## src/rtl/ims_pkg.sv

```systemverilog
// Shared constants, types and state codes for the Ising spin update block.
package ims_pkg;

  // Lattice geometry: the side is a power of two so row and column are bit fields.
  localparam int ROW_W  = 5;
  localparam int SIDE   = 1 << ROW_W;
  localparam int IDX_W  = 2 * ROW_W;
  localparam int SITE_W = 10;
  localparam int KEEP_W = (IDX_W < SITE_W) ? IDX_W : SITE_W;

  // Payload and register widths.
  localparam int CMD_W     = 2;
  localparam int RAND_W    = 31;
  localparam int THR_W     = 32;
  localparam int REG_W     = 64;
  localparam int NREGS     = 5;
  localparam int CFG_IDX_W = 3;
  localparam int SEL_W     = 3;
  localparam int MAG_W     = 12;
  localparam int BOND_W    = 13;

  localparam logic [REG_W-1:0] THR_RESET = 64'h8000_0000_8000_0000;

  // Command codes; the fourth code has no meaning and changes nothing.
  localparam logic [CMD_W-1:0] CMD_UPDATE  = 2'd0;
  localparam logic [CMD_W-1:0] CMD_LOAD    = 2'd1;
  localparam logic [CMD_W-1:0] CMD_MEASURE = 2'd2;

  // Sequencer states.
  typedef enum logic [3:0] {
    ST_IDLE,
    ST_UP,
    ST_DN,
    ST_MID,
    ST_CAP,
    ST_MPRE,
    ST_MPCAP,
    ST_MRD,
    ST_MCAP,
    ST_MCOL,
    ST_FIN
  } ims_state_t;

  // Threshold lookup request from the sequencer to the register file.
  typedef struct packed {
    logic [SEL_W-1:0] sel;
    logic             spin;
  } thr_req_t;

endpackage

```

## src/rtl/ims_in_if.sv

```systemverilog
// Input request channel: command, site, random fraction and load value.
interface ims_in_if import ims_pkg::*; ();
  logic              valid;
  logic              ready;
  logic [CMD_W-1:0]  cmd;
  logic [SITE_W-1:0] site;
  logic [RAND_W-1:0] rand_fraction;
  logic              load_value;

  modport source (output valid, cmd, site, rand_fraction, load_value, input ready);
  modport sink (input valid, cmd, site, rand_fraction, load_value, output ready);
endinterface

```

## src/rtl/ims_out_if.sv

```systemverilog
// Result channel: flip flag, spin after the operation and lattice measures.
interface ims_out_if import ims_pkg::*; ();
  logic                     valid;
  logic                     ready;
  logic                     flipped;
  logic                     spin_after;
  logic signed [MAG_W-1:0]  magnetization;
  logic signed [BOND_W-1:0] bond_sum;

  modport source (output valid, flipped, spin_after, magnetization, bond_sum, input ready);
  modport sink (input valid, flipped, spin_after, magnetization, bond_sum, output ready);
endinterface

```

## src/rtl/ims_cfg_if.sv

```systemverilog
// Configuration write channel: register index and 64-bit write data.
interface ims_cfg_if import ims_pkg::*; ();
  logic                 valid;
  logic                 ready;
  logic [CFG_IDX_W-1:0] index;
  logic [REG_W-1:0]     data;

  modport source (output valid, index, data, input ready);
  modport sink (input valid, index, data, output ready);
endinterface

```

## src/rtl/ims_ram.sv

```systemverilog
// Generic single-write, single-read RAM with registered read data.
module ims_ram #(
  parameter int WIDTH = 32,
  parameter int DEPTH = 32
) (
  input  logic                     clk,
  input  logic                     we,
  input  logic [$clog2(DEPTH)-1:0] waddr,
  input  logic [WIDTH-1:0]         wdata,
  input  logic [$clog2(DEPTH)-1:0] raddr,
  output logic [WIDTH-1:0]         rdata
);

  logic [WIDTH-1:0] mem [DEPTH];

  // Write port and registered read port.
  always_ff @(posedge clk) begin
    if (we) begin
      mem[waddr] <= wdata;
    end
    rdata <= mem[raddr];
  end

endmodule

```

## src/rtl/ims_thr_regs.sv

```systemverilog
// Threshold register file with its configuration write port and lookup.
module ims_thr_regs import ims_pkg::*; (
  input  logic             clk,
  input  logic             rst_n,
  ims_cfg_if.sink          cfg_ch,
  input  thr_req_t         req,
  output logic [THR_W-1:0] thr
);

  logic [REG_W-1:0] thr_r [NREGS];
  logic [REG_W-1:0] reg_sel;

  assign cfg_ch.ready = 1'b1;

  // Register writes; an index past the last register is dropped.
  always_ff @(posedge clk) begin
    if (!rst_n) begin
      for (int i = 0; i < NREGS; i++) begin
        thr_r[i] <= THR_RESET;
      end
    end else if (cfg_ch.valid && (cfg_ch.index < CFG_IDX_W'(NREGS))) begin
      thr_r[cfg_ch.index] <= cfg_ch.data;
    end
  end

  // Pick the register by alignment, then the half by spin sign.
  always_comb begin
    if (req.sel < SEL_W'(NREGS)) begin
      reg_sel = thr_r[req.sel];
    end else begin
      reg_sel = '0;
    end
    thr = req.spin ? reg_sel[REG_W-1:THR_W] : reg_sel[THR_W-1:0];
  end

endmodule

```

## src/rtl/ims_core.sv

```systemverilog
// Sequencer and shared datapath: neighbor reads, acceptance test and lattice walk.
module ims_core import ims_pkg::*; (
  input  logic             clk,
  input  logic             rst_n,
  ims_in_if.sink           in_ch,
  ims_out_if.source        out_ch,
  output thr_req_t         thr_req,
  input  logic [THR_W-1:0] thr,
  output logic             ram_we,
  output logic [ROW_W-1:0] ram_waddr,
  output logic [SIDE-1:0]  ram_wdata,
  output logic [ROW_W-1:0] ram_raddr,
  input  logic [SIDE-1:0]  ram_rdata
);

  ims_state_t state_r, state_nxt;

  logic [CMD_W-1:0]  cmd_r;
  logic [ROW_W-1:0]  row_r;
  logic [ROW_W-1:0]  col_r;
  logic [RAND_W-1:0] rand_r;
  logic              ld_r;
  logic              up_bit_r;
  logic              dn_bit_r;
  logic              spin_r;
  logic [SIDE-1:0]   cur_row_r;
  logic [SIDE-1:0]   prev_row_r;
  logic [ROW_W-1:0]  mrow_r;
  logic [ROW_W-1:0]  mcol_r;
  logic [MAG_W-1:0]  mag_r;
  logic [BOND_W-1:0] bond_r;
  logic              rd_vld_r;
  logic [SIDE-1:0]   row_vld_r;

  logic              out_vld_r;
  logic              out_flip_r;
  logic              out_spin_r;
  logic [MAG_W-1:0]  out_mag_r;
  logic [BOND_W-1:0] out_bond_r;

  logic              accept;
  logic              slot_free;
  logic              out_load;
  logic [IDX_W-1:0]  site_idx;
  logic [SIDE-1:0]   rword;
  logic              rbit_col;
  logic [ROW_W-1:0]  col_l;
  logic [ROW_W-1:0]  col_rt;
  logic [3:0]        nb_eq;
  logic              flip;
  logic              new_spin;
  logic [SIDE-1:0]   col_mask;
  logic [SIDE-1:0]   new_row;
  logic              ms;
  logic              ml;
  logic              mu;
  logic [MAG_W-1:0]  mag_d;
  logic [BOND_W-1:0] bond_d;

  // Handshake and site decode.
  assign accept    = in_ch.valid && in_ch.ready;
  assign slot_free = !out_vld_r || out_ch.ready;
  assign site_idx  = IDX_W'(in_ch.site[KEEP_W-1:0]);

  // Rows never written read as all spins down.
  assign rword    = rd_vld_r ? ram_rdata : '0;
  assign rbit_col = rword[col_r];

  // Acceptance test: the selector counts neighbors aligned with the spin.
  assign col_l  = col_r - ROW_W'(1);
  assign col_rt = col_r + ROW_W'(1);
  assign nb_eq  = ~({cur_row_r[col_l], cur_row_r[col_rt], up_bit_r, dn_bit_r} ^ {4{spin_r}});
  assign thr_req.sel  = SEL_W'(nb_eq[0]) + SEL_W'(nb_eq[1]) + SEL_W'(nb_eq[2])
                      + SEL_W'(nb_eq[3]);
  assign thr_req.spin = spin_r;
  assign flip = (cmd_r == CMD_UPDATE) && ({1'b0, rand_r} < thr);

  // New spin and the row word written back.
  always_comb begin
    case (cmd_r)
      CMD_UPDATE: new_spin = spin_r ^ flip;
      CMD_LOAD:   new_spin = ld_r;
      default:    new_spin = spin_r;
    endcase
  end
  assign col_mask = SIDE'(1) << col_r;
  assign new_row  = (cur_row_r & ~col_mask) | (new_spin ? col_mask : '0);

  // Lattice walk terms: spin, left neighbor and up neighbor at the walk column.
  assign ms     = cur_row_r[mcol_r];
  assign ml     = cur_row_r[mcol_r - ROW_W'(1)];
  assign mu     = prev_row_r[mcol_r];
  assign mag_d  = ms ? MAG_W'(1) : {MAG_W{1'b1}};
  always_comb begin
    case ({ms == ml, ms == mu})
      2'b11:   bond_d = BOND_W'(2);
      2'b00:   bond_d = ~BOND_W'(1);
      default: bond_d = '0;
    endcase
  end

  // Next state.
  always_comb begin
    state_nxt = state_r;
    case (state_r)
      ST_IDLE: begin
        if (accept) begin
          state_nxt = (in_ch.cmd == CMD_UPDATE) ? ST_UP : ST_MID;
        end
      end
      ST_UP:    state_nxt = ST_DN;
      ST_DN:    state_nxt = ST_MID;
      ST_MID:   state_nxt = ST_CAP;
      ST_CAP:   state_nxt = (cmd_r == CMD_MEASURE) ? ST_MPRE : ST_FIN;
      ST_MPRE:  state_nxt = ST_MPCAP;
      ST_MPCAP: state_nxt = ST_MRD;
      ST_MRD:   state_nxt = ST_MCAP;
      ST_MCAP:  state_nxt = ST_MCOL;
      ST_MCOL: begin
        if (mcol_r == ROW_W'(SIDE - 1)) begin
          state_nxt = (mrow_r == ROW_W'(SIDE - 1)) ? ST_FIN : ST_MRD;
        end
      end
      ST_FIN: begin
        if (slot_free) begin
          state_nxt = ST_IDLE;
        end
      end
      default: state_nxt = ST_IDLE;
    endcase
  end

  // Control outputs: read address, write enable and result load.
  always_comb begin
    in_ch.ready = 1'b0;
    ram_raddr   = row_r;
    out_load    = 1'b0;
    case (state_r)
      ST_IDLE: in_ch.ready = 1'b1;
      ST_UP:   ram_raddr = row_r - ROW_W'(1);
      ST_DN:   ram_raddr = row_r + ROW_W'(1);
      ST_MPRE: ram_raddr = ROW_W'(SIDE - 1);
      ST_MRD:  ram_raddr = mrow_r;
      ST_FIN:  out_load = slot_free;
      default: ram_raddr = row_r;
    endcase
  end
  assign ram_we    = out_load && ((cmd_r == CMD_LOAD) || flip);
  assign ram_waddr = row_r;
  assign ram_wdata = new_row;

  // Control registers.
  always_ff @(posedge clk) begin
    if (!rst_n) begin
      state_r   <= ST_IDLE;
      out_vld_r <= 1'b0;
      row_vld_r <= '0;
      rd_vld_r  <= 1'b0;
    end else begin
      state_r  <= state_nxt;
      rd_vld_r <= row_vld_r[ram_raddr];
      if (ram_we) begin
        row_vld_r[row_r] <= 1'b1;
      end
      if (out_load) begin
        out_vld_r <= 1'b1;
      end else if (out_ch.ready) begin
        out_vld_r <= 1'b0;
      end
    end
  end

  // Datapath registers stepped by the sequencer.
  always_ff @(posedge clk) begin
    case (state_r)
      ST_IDLE: begin
        if (accept) begin
          cmd_r  <= in_ch.cmd;
          row_r  <= site_idx[IDX_W-1:ROW_W];
          col_r  <= site_idx[ROW_W-1:0];
          rand_r <= in_ch.rand_fraction;
          ld_r   <= in_ch.load_value;
        end
      end
      ST_DN:  up_bit_r <= rbit_col;
      ST_MID: dn_bit_r <= rbit_col;
      ST_CAP: begin
        cur_row_r <= rword;
        spin_r    <= rbit_col;
      end
      ST_MPRE: begin
        mag_r  <= '0;
        bond_r <= '0;
        mrow_r <= '0;
      end
      ST_MPCAP: prev_row_r <= rword;
      ST_MCAP: begin
        cur_row_r <= rword;
        mcol_r    <= '0;
      end
      ST_MCOL: begin
        mag_r  <= mag_r + mag_d;
        bond_r <= bond_r + bond_d;
        mcol_r <= mcol_r + ROW_W'(1);
        if (mcol_r == ROW_W'(SIDE - 1)) begin
          prev_row_r <= cur_row_r;
          mrow_r     <= mrow_r + ROW_W'(1);
        end
      end
      default: begin
      end
    endcase
  end

  // Result register.
  always_ff @(posedge clk) begin
    if (out_load) begin
      out_flip_r <= flip;
      out_spin_r <= new_spin;
      out_mag_r  <= (cmd_r == CMD_MEASURE) ? mag_r : '0;
      out_bond_r <= (cmd_r == CMD_MEASURE) ? bond_r : '0;
    end
  end

  assign out_ch.valid         = out_vld_r;
  assign out_ch.flipped       = out_flip_r;
  assign out_ch.spin_after    = out_spin_r;
  assign out_ch.magnetization = out_mag_r;
  assign out_ch.bond_sum      = out_bond_r;

endmodule

```

## src/rtl/ising_metropolis_spin_update_top.sv

```systemverilog
// Update reads the rows above and below the site, then the site's row; other commands
// read only the site's row; measure then walks every row at one site per cycle.
// A new request is taken only after the last result is loaded into the output register.
// A finished result waits in the output register while the next request is taken.
// Synchronous active-low reset: all spins read as -1, thresholds return to always-accept.
module ising_metropolis_spin_update_top import ims_pkg::*; (
  input logic       clk,
  input logic       rst_n,
  ims_in_if.sink    in_ch,
  ims_out_if.source out_ch,
  ims_cfg_if.sink   cfg_ch
);

  thr_req_t         thr_req;
  logic [THR_W-1:0] thr;
  logic             ram_we;
  logic [ROW_W-1:0] ram_waddr;
  logic [SIDE-1:0]  ram_wdata;
  logic [ROW_W-1:0] ram_raddr;
  logic [SIDE-1:0]  ram_rdata;

  // Threshold registers.
  ims_thr_regs u_thr_regs (
    .clk    (clk),
    .rst_n  (rst_n),
    .cfg_ch (cfg_ch),
    .req    (thr_req),
    .thr    (thr)
  );

  // Spin lattice, one row per word.
  ims_ram #(
    .WIDTH (SIDE),
    .DEPTH (SIDE)
  ) u_spin_ram (
    .clk   (clk),
    .we    (ram_we),
    .waddr (ram_waddr),
    .wdata (ram_wdata),
    .raddr (ram_raddr),
    .rdata (ram_rdata)
  );

  // Sequencer and datapath.
  ims_core u_core (
    .clk       (clk),
    .rst_n     (rst_n),
    .in_ch     (in_ch),
    .out_ch    (out_ch),
    .thr_req   (thr_req),
    .thr       (thr),
    .ram_we    (ram_we),
    .ram_waddr (ram_waddr),
    .ram_wdata (ram_wdata),
    .ram_raddr (ram_raddr),
    .ram_rdata (ram_rdata)
  );

endmodule
```

## src/flat_wrapper.sv

```systemverilog
// flat-port wrapper written by rule: the top's interface ports become plain ports
module ising_metropolis_spin_update_top_flat import ims_pkg::*;
  (clk, rst_n, in_ch_valid, in_ch_cmd, in_ch_site, in_ch_rand_fraction, in_ch_load_value, in_ch_ready, out_ch_valid, out_ch_flipped, out_ch_spin_after, out_ch_magnetization, out_ch_bond_sum, out_ch_ready, cfg_ch_valid, cfg_ch_index, cfg_ch_data, cfg_ch_ready);
  ims_in_if in_ch_i ();
  ims_out_if out_ch_i ();
  ims_cfg_if cfg_ch_i ();
  input logic clk;
  input logic rst_n;
  input wire logic [$bits(in_ch_i.valid)-1:0] in_ch_valid;
  input wire logic [$bits(in_ch_i.cmd)-1:0] in_ch_cmd;
  input wire logic [$bits(in_ch_i.site)-1:0] in_ch_site;
  input wire logic [$bits(in_ch_i.rand_fraction)-1:0] in_ch_rand_fraction;
  input wire logic [$bits(in_ch_i.load_value)-1:0] in_ch_load_value;
  output wire logic [$bits(in_ch_i.ready)-1:0] in_ch_ready;
  output wire logic [$bits(out_ch_i.valid)-1:0] out_ch_valid;
  output wire logic [$bits(out_ch_i.flipped)-1:0] out_ch_flipped;
  output wire logic [$bits(out_ch_i.spin_after)-1:0] out_ch_spin_after;
  output wire logic [$bits(out_ch_i.magnetization)-1:0] out_ch_magnetization;
  output wire logic [$bits(out_ch_i.bond_sum)-1:0] out_ch_bond_sum;
  input wire logic [$bits(out_ch_i.ready)-1:0] out_ch_ready;
  input wire logic [$bits(cfg_ch_i.valid)-1:0] cfg_ch_valid;
  input wire logic [$bits(cfg_ch_i.index)-1:0] cfg_ch_index;
  input wire logic [$bits(cfg_ch_i.data)-1:0] cfg_ch_data;
  output wire logic [$bits(cfg_ch_i.ready)-1:0] cfg_ch_ready;
  assign in_ch_i.valid = in_ch_valid;
  assign in_ch_i.cmd = in_ch_cmd;
  assign in_ch_i.site = in_ch_site;
  assign in_ch_i.rand_fraction = in_ch_rand_fraction;
  assign in_ch_i.load_value = in_ch_load_value;
  assign in_ch_ready = in_ch_i.ready;
  assign out_ch_valid = out_ch_i.valid;
  assign out_ch_flipped = out_ch_i.flipped;
  assign out_ch_spin_after = out_ch_i.spin_after;
  assign out_ch_magnetization = out_ch_i.magnetization;
  assign out_ch_bond_sum = out_ch_i.bond_sum;
  assign out_ch_i.ready = out_ch_ready;
  assign cfg_ch_i.valid = cfg_ch_valid;
  assign cfg_ch_i.index = cfg_ch_index;
  assign cfg_ch_i.data = cfg_ch_data;
  assign cfg_ch_ready = cfg_ch_i.ready;
  ising_metropolis_spin_update_top u_core (.clk(clk), .rst_n(rst_n), .in_ch(in_ch_i), .out_ch(out_ch_i), .cfg_ch(cfg_ch_i));
endmodule
```

## config.mk

```make
export PLATFORM = sky130hd
export DESIGN_NAME = ising_metropolis_spin_update_top_flat
export DESIGN_NICKNAME = d
export VERILOG_FILES = /design/src/rtl/ims_pkg.sv /design/src/rtl/ims_in_if.sv /design/src/rtl/ims_out_if.sv /design/src/rtl/ims_cfg_if.sv /design/src/rtl/ims_ram.sv /design/src/rtl/ims_thr_regs.sv /design/src/rtl/ims_core.sv /design/src/rtl/ising_metropolis_spin_update_top.sv /design/src/flat_wrapper.sv
export SDC_FILE = /design/constraint.sdc
export NUM_CORES = 2
export LEC_CHECK = 0
export BUFFER_PORTS_ARGS = -buffer_cell sky130_fd_sc_hd__buf_2
export CAP_MARGIN = 40
export CORE_ASPECT_RATIO = 0.8
export CORE_MARGIN = 4
export CORE_UTILIZATION = 48
export CTS_CLUSTER_DIAMETER = 60
export DETAILED_ROUTE_END_ITERATION = 12
export GPL_ROUTABILITY_DRIVEN = 0
export GPL_TIMING_DRIVEN = 0
export HOLD_SLACK_MARGIN = 0.02
export PLACE_DENSITY_LB_ADDON = 0.15
export SLEW_MARGIN = 20
export SYNTH_ARGS = -nofsm -noshare
export SYNTH_HDL_FRONTEND = slang
export SYNTH_HIERARCHICAL = 1
export SYNTH_SLANG_ARGS = --single-unit
```

## constraint.sdc

```tcl
create_clock -name clk -period 12.75 [get_ports clk]
set_clock_uncertainty 0.1 [all_clocks]
set_input_delay 0 -clock clk [delete_from_list [all_inputs] [get_ports clk]]
set_output_delay 0 -clock clk [all_outputs]
set_load 0.02 [all_outputs]
```

==> metrics.txt <==
initial core utilization=48.33%; Max Fclk=0.08552 GHz; Post-Syn Area=69060 sq um; die width=432.1 um; vias in the first global route=40690; Synth cell types=83; TritonCTS clock tree=yes; Post-Syn Area per Cell=~16 sq um; Num CTS Buffers=roughly 160; Max Slew Vio Count=0; routed wire length=186300 um; asr flop ratio synth=0%; cell count after placement=6577; period utilization=91.71%; htree depth=4; flops & latches, synth=1617; net load switching power=5315 uW; area share of the largest cell type after synthesis=67.27%; Routed Antenna Nets=0; Internal Power=10560 uW; crit path DAT=12.06 ns; Final min period=between 10 and 15 ns; worst r2r dst=u_core/u_spin_ram/mem[4][17]$_DFFE_PP_; largest net degree at the start of global routing=45; Via Count=approximately 42000; setup slack, reg-to-reg=1.06 ns; Multi-input gate area=just under 20000 sq um; clk root buf=clkbuf_16; slew margin rel.=roughly 43%; top fanout value on the critical path=18; initial antenna violation count=2; worst flop-to-flop path startpoint=u_core/u_core/col_r[0]$_DFFE_PP_; Top FF cell, synth=edfxtp_1; sequential share of power=38.6%; # IOs=around 150; Post-DP HPWL=124500 um; Clock power frac=between 20% and 30%; Max Cap Viol=0; DRC violations left=0; post-route insts no fill=7120; Critical Path RT=13.12 ns; Worst-path clk slew=0.06 ns; Final nets=5270; most area-consuming cells after synthesis=edfxtp_1, mux2i_1, mux4_2; GRT Residual Overflow=0; DRT Pass-1 Iters=7; area delta synth->final=17.90%; status=completed; clock buffer depth=3; Die ar.=150000 sq um; post-synth top area cell=edfxtp_1; Post-Synthesis Cells=between 4000 and 5000; slowest stage delay, CP=0.59 ns; Hold Startpoint=cfg_ch_data[5]; DR WL/cell=26.17 um; HP Class=in -> reg; CP startpoint kind=flip-flop; Setup CP Type=reg -> reg; final hold violation count=0; Worst-Margin Slew=0.8570 ns; row count=about 120; Hold EP=u_core/u_thr_regs/thr_r[0][5]$_SDFFCE_PN0P_; PD cells=~200 nW/um^2; IO buf count=143; Initial DRC Count=4546; most used cell, CP=clkbuf_1; Seq/Total Area, Yosys=~69%; clock latency on the worst-skew pair=between 0.7 and 0.8 ns; CP max stage cell=nor2_4; hold path cells=3; Die H=347.3 um; Synth Warn #=6; layout filler cell count=11230; RSZ-0062 raised after global routing=no; Comb power frac=32.4%; Sw Share=33.47%; core area=142900 sq um; share of layout cells above drive strength 1=16.38%; Pwr Total=15880 uW; register area=roughly 48000 sq um; Worst setup EP type=flip-flop; first-pass GRT wire length=274300 um; post_cts resized=0; Total Routing Usage GR=approximately a quarter; Worst VDD drop=about 0.16 mV; LEAKAGE=0.02862 uW; Final setup viols=0; routed vias/inst=5.848; number of synthesized flops with an enable pin=~1500; CTS sink count=1617; R2R cell count=33
[cell usage after synthesis (all sizes together), types with 9 or more instances]
cell	count
xor2	20
o31ai	33
and3	30
nand2	221
nor2	124
nand2b	59
a21o	12
nor2b	9
edfxtp	1547
and2	322
clkbuf	148
o22ai	36
mux4	92
mux2i	547
mux2	130
a31oi	35
a21oi	130
nor3	58
nand3b	10
nand3	119
buf	131
o21ai	89
o211ai	36
xnor2	26
ha	61
dfxtp	70
a22o	64
a22oi	96
nand4	12
inv	93
[cell families (layout without fill, tap and decap cells)]
kind of cell	after synthesis	in the layout	synth area share, %
other	3	38	0.01630
multiplexers	769	769	13.07
AO/OA/AOI/OAI	569	569	5.479
flip-flops	1617	1617	69.30
AND/OR/NAND/NOR	1006	1006	7.707
adder cells (fa/ha/maj)	64	64	1.192
XOR/XNOR	46	46	0.5834
buffers and inverters	373	1121	2.658
[layout by cell type (no fill, tap or decap), types with 96 or more instances in the layout]
cell type	n
nand2_1	221
mux2i_1	546
dlygate4sd3_1	232
edfxtp_1	1547
buf_2	200
mux2_2	120
nand3_1	119
clkbuf_1	167
clkbuf_16	170
a21oi_1	130
and2_1	321
a22oi_1	96
[state kept, by name, indices dropped and copies added, names as in the netlist, 4 cells and up]
name	cells
u_core/u_core/cur_row_r	32
u_core/u_spin_ram/rdata	32
u_core/u_core/bond_r	12
u_core/u_core/col_r	5
u_core/u_core/state_r	4
u_core/u_thr_regs/thr_r	352
u_core/u_core/mcol_r	5
u_core/u_core/out_ch.magnetization	12
u_core/u_core/prev_row_r	32
u_core/u_core/ram_waddr	5
u_core/u_spin_ram/mem	1024
u_core/u_core/rand_r	31
u_core/u_core/out_ch.bond_sum	12
u_core/u_core/row_vld_r	32
u_core/u_core/mrow_r	5
u_core/u_core/mag_r	12
[power by group through the flow]
stage | clock network (uW) | logic [uW] | registers (uW)
after global routing | 4930 | 5470 | 6130
after CTS | 4700 | 5100 | 6120
after global placement | 0 | 4970 | 6240
after floorplan | 0 | 3290 | 6180
final | 4610 | 5150 | 6120
after detailed placement | 0 | 5020 | 6230
[through the flow]
stage	setup slack, ns	TNS, ns	util, %	instance area, sq um	hold WS, ns
2_1_floorplan	3.666	0	-	69180	-0.001131
5_1_grt	0.4596	0	56.97	81410	0.05300
3_3_place_gp	-0.9599	-565.50	50.57	72260	0.07647
4_1_cts	1.263	0	56.94	81360	0.02024
3_5_place_dp	1.309	0	51.73	73920	0.07810
6_report	1.057	0	56.98	81420	0.08169
[timing repair]
action	in CTS	in global routing
endpoints found under the setup margin	0	0
endpoints found under the hold margin	540	0
hold buffers	232	0
buffers inserted	0	0
[metal layers]
layer / global-route usage [%] / share of wire, % / up-vias
li1: - / - / 18320
met1: 38.62 / 46 / 21300
met2: 35.80 / 43 / 1738
met3: 4.198 / 8.0 / 274
met4: 6.722 / 2.3 / 0
met5: 0 / 0 / -
[area by class of cell]
class,instances,area share [%]
sequential,1617,58.78
multi-input combinational,2488,24.33
clock buffer,217,5.542
timing repair buffer,446,5.432
tap,1890,2.904
buffer,279,1.821
clock inverter,85,0.7515
inverter,94,0.4334
antenna,4,0.01229
[worst max path at each step]
| stage | start | end | slack (ns) | depth (start not counted) |
|---|---|---|---|---|
| 6_report | u_core/u_core/col_r[0]$_DFFE_PP_ | u_core/u_spin_ram/mem[4][17]$_DFFE_PP_ | 1.06 | 33 |
| 5_1_grt | u_core/u_core/col_r[0]$_DFFE_PP_ | u_core/u_spin_ram/mem[4][19]$_DFFE_PP_ | 0.46 | 33 |
| 2_1_floorplan | u_core/u_core/col_r[0]$_DFFE_PP_ | u_core/u_spin_ram/mem[28][0]$_DFFE_PP_ | 3.67 | 29 |
| 3_5_place_dp | u_core/u_core/col_r[0]$_DFFE_PP_ | u_core/u_spin_ram/mem[4][17]$_DFFE_PP_ | 1.31 | 32 |
| 4_1_cts | u_core/u_core/col_r[0]$_DFFE_PP_ | u_core/u_spin_ram/mem[4][29]$_DFFE_PP_ | 1.26 | 32 |
| 3_3_place_gp | u_core/u_core/col_r[0]$_DFFE_PP_ | u_core/u_spin_ram/mem[4][17]$_DFFE_PP_ | -0.96 | 30 |
[critical path, delay by kind of cell (launching register included)]
family          cells  cell delay [ns]
mux                 3             1.42
xor+xnor            1             0.16
fa+ha+maj           5             1.68
simple gates        8             2.78
buf+inv            12             3.56
flops               1             0.44
compound gates      4             1.14
No activity file was read; power rests on OpenSTA's default activity.
